--- config.mk ---
export PLATFORM = sky130hd
export DESIGN_NAME = cdf22_lifting_wavelet_quantized
export DESIGN_NICKNAME = d
export VERILOG_FILES = /design/src/hw/rtl/cdfq_pkg.sv /design/src/hw/rtl/cdfq_ram.sv /design/src/hw/rtl/cdfq_alu.sv /design/src/hw/rtl/cdfq_seq.sv /design/src/hw/rtl/cdf22_lifting_wavelet_quantized.sv
export SDC_FILE = /design/constraint.sdc
export NUM_CORES = 2
export LEC_CHECK = 0
export ABC_CLOCK_PERIOD_IN_PS = 34800
export BUFFER_PORTS_ARGS = -buffer_cell sky130_fd_sc_hd__buf_2
export CAP_MARGIN = 20
export CORE_UTILIZATION = 25
export CTS_BUF_LIST = sky130_fd_sc_hd__clkbuf_8
export CTS_CLUSTER_DIAMETER = 200
export DETAILED_ROUTE_END_ITERATION = 10
export GPL_TIMING_DRIVEN = 0
export PLACE_DENSITY = 0.42
export SLEW_MARGIN = 5
export SYNTH_ARGS = -nofsm -noshare
export SYNTH_HDL_FRONTEND = slang
export SYNTH_SLANG_ARGS = --single-unit
export TNS_END_PERCENT = 100
--- constraint.sdc ---
create_clock -name clk -period 34.8 [get_ports clk]
set_input_delay 5.22 -clock clk [delete_from_list [all_inputs] [get_ports clk]]
set_output_delay 5.22 -clock clk [all_outputs]
set_load 0.02 [all_outputs]
--- src/hw/rtl/cdfq_pkg.sv ---
package cdfq_pkg;

  // defaults for the top-level parameters
  localparam int MAX_LEN_DEF   = 64;
  localparam int DATA_BITS_DEF = 18;

  // configuration port
  localparam int LEN_BITS      = 7;
  localparam int CFG_IDX_BITS  = 1;
  localparam int CFG_DATA_BITS = 7;

  localparam logic [CFG_IDX_BITS-1:0] CFG_DIRECTION   = 1'd0;
  localparam logic [CFG_IDX_BITS-1:0] CFG_LINE_LENGTH = 1'd1;

  localparam logic [LEN_BITS-1:0] LINE_LENGTH_RST = 7'd64;
  localparam logic [LEN_BITS-1:0] LEN_MIN         = 7'd4;

  // shared ALU operations
  typedef logic [1:0] alu_op_t;
  localparam alu_op_t OP_HI    = 2'd0;  // a - floor((b + c) / 2)
  localparam alu_op_t OP_LO    = 2'd1;  // a + floor((b + c) / 4)
  localparam alu_op_t OP_ODD   = 2'd2;  // 2a + floor((b + c) / 2)
  localparam alu_op_t OP_QUANT = 2'd3;  // a / 2, toward zero

  typedef struct packed {
    logic start;
    logic inverse;
  } seq_cmd_t;

  typedef struct packed {
    logic busy;
    logic done;
  } seq_stat_t;

endpackage

--- src/hw/rtl/cdfq_ram.sv ---
module cdfq_ram #(
  parameter int WIDTH = cdfq_pkg::DATA_BITS_DEF,
  parameter int DEPTH = cdfq_pkg::MAX_LEN_DEF
) (
  input  logic                     clk,
  input  logic                     we,
  input  logic [$clog2(DEPTH)-1:0] waddr,
  input  logic [WIDTH-1:0]         wdata,
  input  logic                     re,
  input  logic [$clog2(DEPTH)-1:0] raddr,
  output logic [WIDTH-1:0]         rdata
);

  logic [WIDTH-1:0] mem_r [DEPTH];
  logic [WIDTH-1:0] rdata_r;

  always_ff @(posedge clk) begin
    if (we) begin
      mem_r[waddr] <= wdata;
    end
    if (re) begin
      rdata_r <= mem_r[raddr];
    end
  end

  assign rdata = rdata_r;

endmodule

--- src/hw/rtl/cdfq_alu.sv ---
module cdfq_alu #(
  parameter int DATA_BITS = cdfq_pkg::DATA_BITS_DEF
) (
  input  cdfq_pkg::alu_op_t            op,
  input  logic signed [DATA_BITS+1:0]  a,
  input  logic signed [DATA_BITS+1:0]  b,
  input  logic signed [DATA_BITS+1:0]  c,
  output logic signed [DATA_BITS+1:0]  y,
  output logic signed [DATA_BITS-1:0]  y_sat
);

  localparam int W  = DATA_BITS + 2;
  localparam int WI = W + 2;

  logic signed [WI-1:0] ae;
  logic signed [WI-1:0] be;
  logic signed [WI-1:0] ce;
  logic signed [WI-1:0] sum;
  logic signed [WI-1:0] rnd;
  logic signed [WI-1:0] t;
  logic signed [WI-1:0] r;
  logic                 in_range;

  always_comb begin
    ae  = $signed({{2{a[W-1]}}, a});
    be  = $signed({{2{b[W-1]}}, b});
    ce  = $signed({{2{c[W-1]}}, c});
    sum = be + ce;
    rnd = $signed({{(WI-1){1'b0}}, a[W-1]});
    t   = ae + rnd;
    unique case (op)
      cdfq_pkg::OP_HI:    r = ae - (sum >>> 1);
      cdfq_pkg::OP_LO:    r = ae + (sum >>> 2);
      cdfq_pkg::OP_ODD:   r = (ae <<< 1) + (sum >>> 1);
      cdfq_pkg::OP_QUANT: r = t >>> 1;
    endcase
  end

  assign y = r[W-1:0];

  // in range when all bits above the result's sign match it
  assign in_range = (&r[WI-1:DATA_BITS-1]) || ~(|r[WI-1:DATA_BITS-1]);

  always_comb begin
    if (in_range) begin
      y_sat = r[DATA_BITS-1:0];
    end else if (r[WI-1]) begin
      y_sat = $signed({1'b1, {(DATA_BITS-1){1'b0}}});
    end else begin
      y_sat = $signed({1'b0, {(DATA_BITS-1){1'b1}}});
    end
  end

endmodule

--- src/hw/rtl/cdfq_seq.sv ---
module cdfq_seq #(
  parameter int MAX_LEN   = cdfq_pkg::MAX_LEN_DEF,
  parameter int DATA_BITS = cdfq_pkg::DATA_BITS_DEF
) (
  input  logic                             clk,
  input  logic                             rst_n,
  input  cdfq_pkg::seq_cmd_t               cmd,
  input  logic [$clog2(MAX_LEN+1)-1:0]     len,
  output cdfq_pkg::seq_stat_t              stat,
  output logic                             ln_re,
  output logic [$clog2(MAX_LEN)-1:0]       ln_raddr,
  input  logic [DATA_BITS-1:0]             ln_rdata,
  output logic                             res_we,
  output logic [$clog2(MAX_LEN)-1:0]       res_waddr,
  output logic [DATA_BITS-1:0]             res_wdata
);

  localparam int CW  = $clog2(MAX_LEN + 1);
  localparam int AW  = $clog2(MAX_LEN);
  localparam int AXW = CW + 1;
  localparam int W   = DATA_BITS + 2;

  localparam logic [3:0] S_IDLE  = 4'd0;
  localparam logic [3:0] F_CAP0  = 4'd1;
  localparam logic [3:0] F_CAPO  = 4'd2;
  localparam logic [3:0] F_H     = 4'd3;
  localparam logic [3:0] F_L     = 4'd4;
  localparam logic [3:0] F_Q     = 4'd5;
  localparam logic [3:0] I_CAPL  = 4'd6;
  localparam logic [3:0] I_E     = 4'd7;
  localparam logic [3:0] I_O     = 4'd8;
  localparam logic [3:0] I_LAST  = 4'd9;

  logic [3:0]    st_r, st_nxt;
  logic [CW-1:0] idx_r, idx_nxt;
  logic [CW-1:0] half_r;

  // forward window: x[2i], x[2i+1], x[2i+2], h[i], h[i-1]
  logic signed [W-1:0] xe_r, xo_r, xn_r, h_r, hp_r;
  // inverse: l[i], q[i], q[i-1], x[2i], x[2i-2]
  logic signed [W-1:0] l_r, qn_r, qp_r, x_r, xp_r;

  logic signed [W-1:0]         rdx;
  logic [AXW-1:0]              idx_x, half_x, raddr_w, waddr_w;
  logic                        last_i;
  logic                        done;
  cdfq_pkg::alu_op_t           alu_op;
  logic signed [W-1:0]         alu_a, alu_b, alu_c, alu_y;
  logic signed [DATA_BITS-1:0] alu_sat;

  assign rdx    = $signed({{2{ln_rdata[DATA_BITS-1]}}, ln_rdata});
  assign idx_x  = AXW'(idx_r);
  assign half_x = AXW'(half_r);
  assign last_i = (idx_r == half_r - CW'(1));

  cdfq_alu #(.DATA_BITS(DATA_BITS)) u_alu (
    .op    (alu_op),
    .a     (alu_a),
    .b     (alu_b),
    .c     (alu_c),
    .y     (alu_y),
    .y_sat (alu_sat)
  );

  always_comb begin
    st_nxt  = st_r;
    idx_nxt = idx_r;
    ln_re   = 1'b0;
    raddr_w = '0;
    res_we  = 1'b0;
    waddr_w = '0;
    done    = 1'b0;
    alu_op  = cdfq_pkg::OP_HI;
    alu_a   = '0;
    alu_b   = '0;
    alu_c   = '0;
    unique case (st_r)
      S_IDLE: begin
        if (cmd.start) begin
          ln_re   = 1'b1;
          idx_nxt = '0;
          st_nxt  = cmd.inverse ? I_CAPL : F_CAP0;
        end
      end
      F_CAP0: begin
        ln_re   = 1'b1;
        raddr_w = AXW'(1);
        st_nxt  = F_CAPO;
      end
      F_CAPO: begin
        ln_re   = 1'b1;
        raddr_w = (idx_x << 1) + AXW'(2);
        st_nxt  = F_H;
      end
      F_H: begin
        alu_op = cdfq_pkg::OP_HI;
        alu_a  = xo_r;
        alu_b  = xe_r;
        alu_c  = last_i ? xe_r : rdx;   // right edge: h = x[n-1] - x[n-2]
        st_nxt = F_L;
      end
      F_L: begin
        alu_op  = cdfq_pkg::OP_LO;
        alu_a   = xe_r;
        alu_b   = h_r;
        alu_c   = (idx_r == '0) ? h_r : hp_r;  // left edge uses h[0] twice
        res_we  = 1'b1;
        waddr_w = idx_x;
        st_nxt  = F_Q;
      end
      F_Q: begin
        alu_op  = cdfq_pkg::OP_QUANT;
        alu_a   = h_r;
        res_we  = 1'b1;
        waddr_w = half_x + idx_x;
        if (last_i) begin
          done   = 1'b1;
          st_nxt = S_IDLE;
        end else begin
          ln_re   = 1'b1;
          raddr_w = (idx_x << 1) + AXW'(3);
          idx_nxt = idx_r + CW'(1);
          st_nxt  = F_CAPO;
        end
      end
      I_CAPL: begin
        ln_re   = 1'b1;
        raddr_w = half_x + idx_x;
        st_nxt  = I_E;
      end
      I_E: begin
        alu_op  = cdfq_pkg::OP_HI;
        alu_a   = l_r;
        alu_b   = rdx;
        alu_c   = (idx_r == '0) ? rdx : qp_r;
        res_we  = 1'b1;
        waddr_w = idx_x << 1;
        st_nxt  = I_O;
      end
      I_O: begin
        alu_op  = cdfq_pkg::OP_ODD;
        alu_a   = qp_r;
        alu_b   = x_r;
        alu_c   = xp_r;
        res_we  = (idx_r != '0);
        waddr_w = (idx_x << 1) - AXW'(1);
        if (last_i) begin
          st_nxt = I_LAST;
        end else begin
          ln_re   = 1'b1;
          raddr_w = idx_x + AXW'(1);
          idx_nxt = idx_r + CW'(1);
          st_nxt  = I_CAPL;
        end
      end
      I_LAST: begin
        alu_op  = cdfq_pkg::OP_ODD;
        alu_a   = qp_r;
        alu_b   = xp_r;
        alu_c   = xp_r;
        res_we  = 1'b1;
        waddr_w = (half_x << 1) - AXW'(1);
        done    = 1'b1;
        st_nxt  = S_IDLE;
      end
      default: begin
        st_nxt = S_IDLE;
      end
    endcase
  end

  assign ln_raddr  = raddr_w[AW-1:0];
  assign res_waddr = waddr_w[AW-1:0];
  assign res_wdata = alu_sat;
  assign stat.busy = (st_r != S_IDLE);
  assign stat.done = done;

  always_ff @(posedge clk) begin
    if (!rst_n) begin
      st_r  <= S_IDLE;
      idx_r <= '0;
    end else begin
      st_r  <= st_nxt;
      idx_r <= idx_nxt;
    end
  end

  always_ff @(posedge clk) begin
    unique case (st_r)
      S_IDLE: begin
        if (cmd.start) begin
          half_r <= len >> 1;
        end
      end
      F_CAP0: xe_r <= rdx;
      F_CAPO: xo_r <= rdx;
      F_H: begin
        xn_r <= rdx;
        h_r  <= alu_y;
      end
      F_Q: begin
        hp_r <= h_r;
        xe_r <= xn_r;
      end
      I_CAPL: l_r <= rdx;
      I_E: begin
        x_r  <= alu_y;
        qn_r <= rdx;
      end
      I_O: begin
        qp_r <= qn_r;
        xp_r <= x_r;
      end
      default: begin
      end
    endcase
  end

endmodule

--- src/hw/rtl/cdf22_lifting_wavelet_quantized.sv ---
// One-level CDF 2,2 (5/3) lifting wavelet over a line of values, with the
// high band quantized by two. A line of n values (line_length rounded down
// to even, held between 4 and MAX_LEN) is loaded one transaction per cycle,
// while in_stall is low, into the line memory; the transaction that completes
// the line starts the computation. Forward (direction 0): samples in, low
// band then high band out, high band divided by 2 toward zero. Inverse
// (direction 1): low band then high band in, rebuilt samples out, high band
// doubled on the way back. Every result saturates to the signed DATA_BITS
// range and the last result of a line has out_last set. The pace is set by
// the one read port of the line memory, the one shared ALU that the
// sequencer steps through each lifting update, and the registered read of
// the result memory; while draining, a new result read waits until the
// previous one has reached the output register. in_stall is high from the
// completing transaction until the last result has been read out to the
// output register; the output register lets loading of the next line overlap
// the final out_stall. Configuration writes are taken on any cycle but must
// only change while no line is being computed or drained.
module cdf22_lifting_wavelet_quantized #(
  parameter int MAX_LEN   = cdfq_pkg::MAX_LEN_DEF,
  parameter int DATA_BITS = cdfq_pkg::DATA_BITS_DEF
) (
  input  logic                                  clk,
  input  logic                                  rst_n,
  // input channel
  input  logic                                  in_valid,
  output logic                                  in_stall,
  input  logic signed [DATA_BITS-1:0]           in_value,
  // result channel
  output logic                                  out_valid,
  input  logic                                  out_stall,
  output logic signed [DATA_BITS-1:0]           out_value_res,
  output logic                                  out_last,
  // configuration
  input  logic                                  cfg_we,
  input  logic [cdfq_pkg::CFG_IDX_BITS-1:0]     cfg_index,
  input  logic [cdfq_pkg::CFG_DATA_BITS-1:0]    cfg_data
);

  localparam int CW = $clog2(MAX_LEN + 1);
  localparam int AW = $clog2(MAX_LEN);
  localparam int LB = cdfq_pkg::LEN_BITS;

  localparam logic [LB-1:0] LEN_CAP = LB'(MAX_LEN - (MAX_LEN % 2));

  localparam logic [1:0] ST_LOAD  = 2'd0;
  localparam logic [1:0] ST_CALC  = 2'd1;
  localparam logic [1:0] ST_DRAIN = 2'd2;

  // configuration registers
  logic          direction_r;
  logic [LB-1:0] line_length_r;

  // control
  logic [1:0]    state_r, state_nxt;
  logic [CW-1:0] load_cnt_r, load_cnt_nxt;
  logic [CW-1:0] n_r, n_nxt;
  logic [CW-1:0] k_r, k_nxt;
  logic          rd_pend_r, rd_pend_nxt;
  logic          out_valid_r, out_valid_nxt;
  logic signed [DATA_BITS-1:0] out_value_res_r;
  logic          out_last_r;

  logic          in_take, out_take, out_free, drain_issue, line_done;
  logic [LB-1:0] len_even, n_eff, cnt_inc;

  cdfq_pkg::seq_cmd_t  seq_cmd;
  cdfq_pkg::seq_stat_t seq_stat;

  logic                 ln_re;
  logic [AW-1:0]        ln_raddr;
  logic [DATA_BITS-1:0] ln_rdata;
  logic                 res_we;
  logic [AW-1:0]        res_waddr;
  logic [DATA_BITS-1:0] res_wdata;
  logic [DATA_BITS-1:0] res_rdata;

  // configuration writes
  always_ff @(posedge clk) begin
    if (!rst_n) begin
      direction_r   <= 1'b0;
      line_length_r <= cdfq_pkg::LINE_LENGTH_RST;
    end else if (cfg_we) begin
      unique case (cfg_index)
        cdfq_pkg::CFG_DIRECTION:   direction_r   <= cfg_data[0];
        cdfq_pkg::CFG_LINE_LENGTH: line_length_r <= cfg_data[LB-1:0];
      endcase
    end
  end

  // effective line length: even, clamped to [4, MAX_LEN]
  assign len_even = {line_length_r[LB-1:1], 1'b0};
  always_comb begin
    priority if (len_even < cdfq_pkg::LEN_MIN) begin
      n_eff = cdfq_pkg::LEN_MIN;
    end else if (len_even > LEN_CAP) begin
      n_eff = LEN_CAP;
    end else begin
      n_eff = len_even;
    end
  end

  assign in_stall  = (state_r != ST_LOAD);
  assign in_take   = in_valid && !in_stall;
  assign cnt_inc   = LB'(load_cnt_r) + LB'(1);
  // a shortened length takes effect at once: the next value closes the line
  assign line_done = in_take && (cnt_inc >= n_eff);

  assign out_take    = out_valid_r && !out_stall;
  assign out_free    = !out_valid_r || !out_stall;
  assign drain_issue = (state_r == ST_DRAIN) && !rd_pend_r && out_free && (k_r != n_r);

  assign seq_cmd.start   = line_done;
  assign seq_cmd.inverse = direction_r;

  always_comb begin
    state_nxt     = state_r;
    load_cnt_nxt  = load_cnt_r;
    n_nxt         = n_r;
    k_nxt         = k_r;
    rd_pend_nxt   = drain_issue;
    out_valid_nxt = out_take ? 1'b0 : out_valid_r;
    if (rd_pend_r) begin
      out_valid_nxt = 1'b1;
    end
    unique case (state_r)
      ST_LOAD: begin
        if (line_done) begin
          load_cnt_nxt = '0;
          n_nxt        = n_eff[CW-1:0];
          state_nxt    = ST_CALC;
        end else if (in_take) begin
          load_cnt_nxt = load_cnt_r + CW'(1);
        end
      end
      ST_CALC: begin
        if (seq_stat.done) begin
          k_nxt     = '0;
          state_nxt = ST_DRAIN;
        end
      end
      ST_DRAIN: begin
        if (drain_issue) begin
          k_nxt = k_r + CW'(1);
        end
        if (rd_pend_r && (k_r == n_r)) begin
          state_nxt = ST_LOAD;
        end
      end
      default: begin
        state_nxt = ST_LOAD;
      end
    endcase
  end

  always_ff @(posedge clk) begin
    if (!rst_n) begin
      state_r     <= ST_LOAD;
      load_cnt_r  <= '0;
      n_r         <= '0;
      k_r         <= '0;
      rd_pend_r   <= 1'b0;
      out_valid_r <= 1'b0;
    end else begin
      state_r     <= state_nxt;
      load_cnt_r  <= load_cnt_nxt;
      n_r         <= n_nxt;
      k_r         <= k_nxt;
      rd_pend_r   <= rd_pend_nxt;
      out_valid_r <= out_valid_nxt;
    end
  end

  // output register, loaded from the result memory in the cycle after the read
  always_ff @(posedge clk) begin
    if (rd_pend_r) begin
      out_value_res_r <= $signed(res_rdata);
      out_last_r      <= (k_r == n_r);
    end
  end

  assign out_valid     = out_valid_r;
  assign out_value_res = out_value_res_r;
  assign out_last      = out_last_r;

  cdfq_ram #(.WIDTH(DATA_BITS), .DEPTH(MAX_LEN)) u_line_ram (
    .clk   (clk),
    .we    (in_take),
    .waddr (load_cnt_r[AW-1:0]),
    .wdata (in_value),
    .re    (ln_re),
    .raddr (ln_raddr),
    .rdata (ln_rdata)
  );

  cdfq_ram #(.WIDTH(DATA_BITS), .DEPTH(MAX_LEN)) u_res_ram (
    .clk   (clk),
    .we    (res_we),
    .waddr (res_waddr),
    .wdata (res_wdata),
    .re    (drain_issue),
    .raddr (k_r[AW-1:0]),
    .rdata (res_rdata)
  );

  cdfq_seq #(.MAX_LEN(MAX_LEN), .DATA_BITS(DATA_BITS)) u_seq (
    .clk       (clk),
    .rst_n     (rst_n),
    .cmd       (seq_cmd),
    .len       (n_eff[CW-1:0]),
    .stat      (seq_stat),
    .ln_re     (ln_re),
    .ln_raddr  (ln_raddr),
    .ln_rdata  (ln_rdata),
    .res_we    (res_we),
    .res_waddr (res_waddr),
    .res_wdata (res_wdata)
  );

  // a drain read never lands on a result still waiting downstream
  a_no_overwrite: assert property (@(posedge clk) disable iff (!rst_n)
    rd_pend_r |-> !out_valid_r)
    else $error("result memory read returned while output register full");

  // the sequencer only runs while the top level waits for it
  a_seq_in_calc: assert property (@(posedge clk) disable iff (!rst_n)
    seq_stat.busy |-> (state_r == ST_CALC))
    else $error("sequencer busy outside compute phase");

  a_drain_bound: assert property (@(posedge clk) disable iff (!rst_n)
    (state_r == ST_DRAIN) |-> (k_r <= n_r))
    else $error("drain index past line length");

  a_load_bound: assert property (@(posedge clk) disable iff (!rst_n)
    in_take |-> (load_cnt_r < CW'(MAX_LEN)))
    else $error("line memory write past its depth");

  // a line start always follows a fully loaded line and leaves the counter at zero
  a_start_clears: assert property (@(posedge clk) disable iff (!rst_n)
    line_done |=> (load_cnt_r == '0) && (state_r == ST_CALC))
    else $error("line start did not clear the load count");

endmodule
# Yosys cells after proc, flatten, opt, wreduce, memory -nomap -nowiden
# Memories as Yosys holds them, arrays and structs flattened. A register that Yosys moved wholly into a read port is not among the register bits.
# Cells that the tools add are included.
# classes
addsub	15
bitwise_logic	2
n_eq_ne	23
mux	46
order_cmp	3
reduce_logical	38
# op_table
op	n
$pmux 20 s5	2
$pmux 22 s4	1
$pmux 20 s4	1
$mux 20	3
$pmux 6 s5	2
$mux 7	8
$pmux 20 s2	1
$mux 18	2
$pmux 4 s9	1
$pmux 7 s2	2
$add 21x20->22	1
$add 20x19->21	1
$add 20x2->21	1
$add 20x20->21	1
$add 7x1->7 const B	3
$sub 20x20->21	1
$eq 4x3->1 const B	4
$eq 7x7->1	2
$add 6x2->6 const B	2
$mux 6	2
$pmux 2 s3	2
$reduce_bool 2->1	6
$sub 6x1->6 const B	2
$reduce_and 2->1	5
other kinds (34)	71
# totals
word_cells	152
out_inout_bits	21
reg_bits	259
inputBits	31
ramBits	2304
memories	2
# mem_list
name	depth	width	read_ports	rd_ports_with_merged_regs	write_ports	line	source
u_line_ram.mem_r	64	18	1	1	1	cdfq_ram.sv:14	logic [WIDTH-1:0] mem_r [DEPTH];
u_res_ram.mem_r	64	18	1	1	1	cdfq_ram.sv:14	

# Logic depth before layout (Yosys ltp)
# logic_depth
depth_word	11
mapped_depth	39
mapped_depth_nobuf	36

# Modules after synthesis
# From an unflattened synthesis, not the netlist that was laid out.
# unflattened
hier_cells	5474
hier_area_um2	105546.2
# by_module_without_submodules
mod	cells_each	seq_area_each_um2	area_each_um2	instances
cdfq_ram	1957	35133.7	44801.7	2
cdfq_seq	786	6045.8	9541.7	1
cdfq_alu	557	0.0	4175.3	1
cdf22_lifting_wavelet_quantized	217	1191.1	2225.9	1

# Worst setup path before layout
# No wires, ideal clock.
# synth_path
path_type	register -> register
start	reg u_seq.half_r[1]
end	mem u_res_ram.mem_r[0][15] (netlist name) (data pin)
period_less_slack_ns	11.296
required_time_ns	34.098
setup_slack_ns	23.504
t_arrival_ns	10.595
stages_incl_launch_ff	37
setup_time_ns	0.702
n_path_buf	3
cell_sequence	edfxtp_1 -> inv_1 -> ha_1 -> or3b_1 -> buf_2 -> o31ai_4 -> nand4b_4 -> nor4_1 -> clkbuf_1 -> mux2i_1 -> o21ai_0 -> inv_1 -> fa_1 -> nor2b_1 -> o21ai_0 -> a21boi_0 -> o21ai_0 -> a21boi_0 -> o21ai_0 -> a21boi_0 -> o21ai_0 -> a21boi_0 -> o21a_1 -> nor2_1 -> xnor2_1 -> ha_1 -> nand4_1 -> nor3_1 -> nand2_1 -> a31oi_1 -> or4b_1 -> a211oi_1 -> o21ai_0 -> a32oi_2 -> a41oi_2 -> clkbuf_2 -> o21ai_0
# synth_between
elab_chain_cells	11
word_cells_on_any_way	15
classes_between	5 x add/sub; 1 x eq/ne; 5 x mux; 1 x bitwise; 3 x reduce/logical
# synth_rtl
item	line	source
start: declaration	cdfq_seq.sv:36	logic [CW-1:0] half_r;
start signal: assignment	cdfq_seq.sv:192	half_r <= len >> 1;
$sub 6x1->7 *	cdfq_seq.sv:54	assign last_i = (idx_r == half_r - CW'(1));
$eq 7x7->1 *	cdfq_seq.sv:54	
$mux 20 *	cdfq_seq.sv:99	alu_c = last_i ? xe_r : rdx;
$pmux 20 s4 *	cdfq_seq.sv:77	unique case (st_r)
$add 20x20->21 *	cdfq_alu.sv:28	sum = be + ce;
$add 21x20->22, or another cell as far along	cdfq_alu.sv:34	cdfq_pkg::OP_ODD: r = (ae <<< 1) + (sum >>> 1);
$pmux 22 s4 *	cdfq_alu.sv:31	unique case (op)
net u_seq.alu_y[18]	cdfq_seq.sv:48	logic signed [W-1:0] alu_a, alu_b, alu_c, alu_y;
$reduce_or 5->1	cdfq_alu.sv:42	assign in_range = (&r[WI-1:DATA_BITS-1]) || ~(|r[WI-1:DATA_BITS-1]);
$not 1->1	cdfq_alu.sv:42	
$logic_or 1x1->1 *	cdfq_alu.sv:42	
$mux 18 *	cdfq_alu.sv:45	if (in_range) begin
net res_wdata[15]	cdf22_lifting_wavelet_quantized.sv:74	logic [DATA_BITS-1:0] res_wdata;
end: declaration	cdfq_ram.sv:14	
# The timed path passes the listed nets; every way through them passes the cells marked *.

# Worst setup path in the final report
# layout_path
start	reg u_seq.st_r[0]
end	mem u_res_ram.mem_r[4][4] (netlist name) (data pin)
# layout_between
elab_chain_cells	10
word_cells_on_any_way	27
classes_between	5 x add/sub; 9 x eq/ne; 7 x mux; 1 x bitwise; 5 x reduce/logical
# layout_rtl
item	line	source
start: declaration	cdfq_seq.sv:34	logic [3:0] st_r, st_nxt;
start signal: assignment	cdfq_seq.sv:183	st_r <= st_nxt;
$eq 4x4->1	cdfq_seq.sv:77	
$reduce_or 2->1 (no source line)	--	
$pmux 20 s4	cdfq_seq.sv:77	
$add 20x20->21	cdfq_alu.sv:28	
$add 21x20->22, or another cell as far along	cdfq_alu.sv:34	
$pmux 22 s4 *	cdfq_alu.sv:31	
net u_seq.alu_y[18]	cdfq_seq.sv:48	
$reduce_or 5->1	cdfq_alu.sv:42	
$not 1->1	cdfq_alu.sv:42	
$logic_or 1x1->1 *	cdfq_alu.sv:42	
$mux 18 *	cdfq_alu.sv:45	
net res_wdata[4]	cdf22_lifting_wavelet_quantized.sv:74	
# Marks and branches as above.

==> flow_summary.yaml <==
synth:
  syn_area_um2: 106900
  synth_ff_type: "edfxtp_1"
  ys_ff_latch: 2595
  syn-num-nets: 6709
  syn_area_per_cell_um2: 16.20
  async_reset_ff_share_pct: 0
  synth-edff-count: 2553
  ys_warn_count: 0
  postSynthCellCount: 6598
  yosysSeqAreaShare_pct: 72.53
  yosysUniqueCellTypes: 91
die:
  io_pins: 52
  die_x_um: 655.8
  design.die.area_um2: 430000
  coreArea_um2: 424600
  start_util_pct: 25.16
  num_rows: 239
  die_y_um: 655.8
critical_path:
  cp-end-kind: "register"
  start_kind: "register"
  crit_arrival_ns: 13.60
  crit_path_max_incr_delay_ns: 0.89
  worstPathRequired_ns: 35.68
  timing.critical_path.from: "u_seq.st_r[0]"
  critPathSlowestCell: "a2111oi_0"
  rrSetupSlack_ns: 22.08
  cpMostUsedCell: "o21ai_0"
  r2r_start: "u_seq.st_r[0]"
  worstRegToRegCells: 35
  crit_type: "reg -> reg"
  reg2reg_to: "u_res_ram.mem_r[4][4]"
  cp_max_fo: 29
route:
  vias_per_cell: 4.681
  ant_nets: 0
  dr.pass1.iters: 5
  drt_iter0_drc: 4684
  routed_wirelength_um: 342600
  wl_per_cell_um: 25.73
  drc: 0
  via_count: 62320
cells_and_area:
  synthToLayoutAreaGrowth_pct: 18.22
  fill_cells: 42370
  drive_above_1_share_pct: 17.81
  fin_util_pct: 29.75
  stdcell_count: 13310
  ff_latch_area_um2: 77510
  fin_area_um2: 126300
  multi_input_area_um2: 28010
  layout.nets: 7405
hold_path:
  worstHoldPathCells: 0
  hp-class: "reg -> reg"
  holdPathEnd: "u_seq.qp_r[10]"
  min-delay-start: "u_seq.qn_r[10]"
sta:
  final.min_clock_period_ns: 12.72
  worstMarginPinSlew_ns: 1.319
  rsz0062_at_grt: "false"
  finalSetupTns_ns: 0
  timing.hold.ws_ns: 0.4035
  clock_skew_ns: 0.07784
  finalSetupViolCount: 0
  fmax_mhz: 78.64
  hold_viol_final: 0
  timing.final.crit_share_pct: 36.54
  max_slew_margin_pct: 12.09
  worst_slack_ns: 22.08
  drv_slew: 0
clock_network:
  htree_num_levels: 5
  cts.sinks: 2595
  cts_root_buf: "clkbuf_8"
  clk_latency_ns: 1.09
  tritoncts: "yes"
  postCtsSetupRepairBufs: 0
  hold_buffers: 0
  cts-resized-gates: 0
  path_clk_slew_ns: 0.06
  clockBufferDepth: 4
  numCtsBuffers: 433
place:
  place_inst: 12520
  placed_area_um2: 118300
  pre_cts_ws_ns: 22.15
  io_buffers: 48
  gp_congestion: 0.9098
  hpwl_um: 244400
power:
  ir_drop_mv: 0.06590
  p_leak_nw: 39.60
  power.density_nw_per_um2: 56.02
  p_total_mw: 7.077
global_route:
  grt_pass1_wl_um: 481000
  grt_antenna_before_repair: 17
  grt_max_degree: 65
  grt_pass1_vias: 63190
  grt_util_all_layers_pct: 15.45
  overflow: 0
job:
  drv_cap: 0
status:
  status: "complete, no violations"
-- flip-flops by register name, summed over array words and instances (netlist names), 2 cells and up --
name              count
k_r                   7
line_length_r         6
load_cnt_r            7
n_r                   6
out_value_res        18
state_r               2
u_line_ram.mem_r   1152
u_line_ram.rdata     18
u_res_ram.mem_r    1152
u_res_ram.rdata      18
u_seq.h_r            20
u_seq.half_r          6
u_seq.hp_r           20
u_seq.idx_r           7
u_seq.l_r            18
u_seq.qn_r           18
u_seq.qp_r           18
u_seq.st_r            4
u_seq.x_r            20
u_seq.xe_r           18
u_seq.xn_r           18
u_seq.xo_r           18
u_seq.xp_r           20
-- worst max-delay path by stage --
stage | slack, ns | endpoint
2_1_floorplan | 23.50 | u_res_ram.mem_r[0][15]
3_3_place_gp | 14.96 | u_res_ram.mem_r[10][10]
3_5_place_dp | 22.15 | u_res_ram.mem_r[0][4]
4_1_cts | 22.02 | u_res_ram.mem_r[4][4]
5_1_grt | 21.55 | u_res_ram.mem_r[4][4]
6_report | 22.08 | u_res_ram.mem_r[4][4]
-- Yosys cell counts (18+ instances only) --
cell type	instances	area, um2
a21oi_1	214	1071
a31oi_1	175	1095
ha_1	76	950.9
nor3_1	37	185.2
nor2_1	221	829.6
o22ai_1	24	150.1
a311oi_1	145	1270
nor2b_1	32	200.2
nand3_1	57	285.3
clkbuf_1	356	1336
and2_1	306	1914
nand2b_1	18	112.6
inv_1	96	360.4
dfxtp_1	42	840.8
mux4_2	378	8513
o21ai_0	104	520.5
edfxtp_1	2553	76660
o21a_1	21	157.7
xnor2_1	50	437.9
a211oi_1	410	3078
a221oi_1	18	157.7
mux2i_1	78	780.8
buf_1	57	214.0
nand2_1	808	3033
a211o_1	21	183.9
xor2_1	43	376.6
-- cell usage in the layout, fill, tap and decap left out, types with 28 or more instances in the layout --
master / instances
buf_16: 32
a211oi_1: 410
xnor2_1: 50
buf_4: 29
xor2_1: 43
mux2i_1: 78
clkbuf_8: 448
nor3_1: 35
buf_1: 56
nand3_1: 56
clkbuf_1: 350
inv_1: 245
clkinv_1: 120
a21oi_1: 214
buf_2: 42
dfxtp_1: 41
edfxtp_1: 2553
nand2_1: 808
mux4_2: 378
buf_12: 28
nor2_1: 93
nor2b_1: 32
ha_1: 76
o21ai_0: 92
and2_1: 306
a31oi_1: 175
nor2_2: 115
buf_8: 121
clkinv_2: 36
a311oi_1: 145
-- cell type report --
class / instances / share of cell area (%)
clock inverters: 334 / 1.346
diodes: 9 / 0.01783
clock buffers: 448 / 4.881
flip-flops and latches: 2595 / 61.35
multi-input cells: 3480 / 22.17
well taps: 5663 / 5.609
repair buffers: 261 / 3.050
plain buffers: 424 / 1.282
inverters: 99 / 0.2951
-- where the power goes --
part | internal, mW | switching, mW
sequential | 3.76 | 0.00851
combinational | 0.202 | 0.591
clock | 1.27 | 1.25
total | 5.23 | 1.85
-- cells by family after synthesis --
logic type	share of synthesized area [%]
AOI/OAI and AO/OA	8.416
xor gates and xnor gates	0.7623
adders and majority gates	0.9648
buffers and inverters	1.852
DFF	72.53
muxes	8.782
and+or+nand+nor	6.692
-- critical path: cells and delay by family (launching register included) --
family | cells | cell delay [ns]
AO/OA/AOI/OAI | 20 | 6.29
XOR/XNOR | 2 | 0.48
adder cells (fa/ha/maj) | 2 | 0.58
buffers and inverters | 10 | 4.46
flip-flops | 1 | 0.36
multiplexers | 1 | 0.25
-- metal layers --
metal | GRT usage (%) | share of wire (%) | vias to the layer above
li1 | - | - | 27670
met1 | 20.07 | 43 | 32280
met2 | 26.53 | 49 | 1810
met3 | 2.268 | 4.8 | 561
met4 | 4.798 | 3.2 | 4
met5 | 0 | 0.0099 | -
Power figures use the tool's default switching activity.
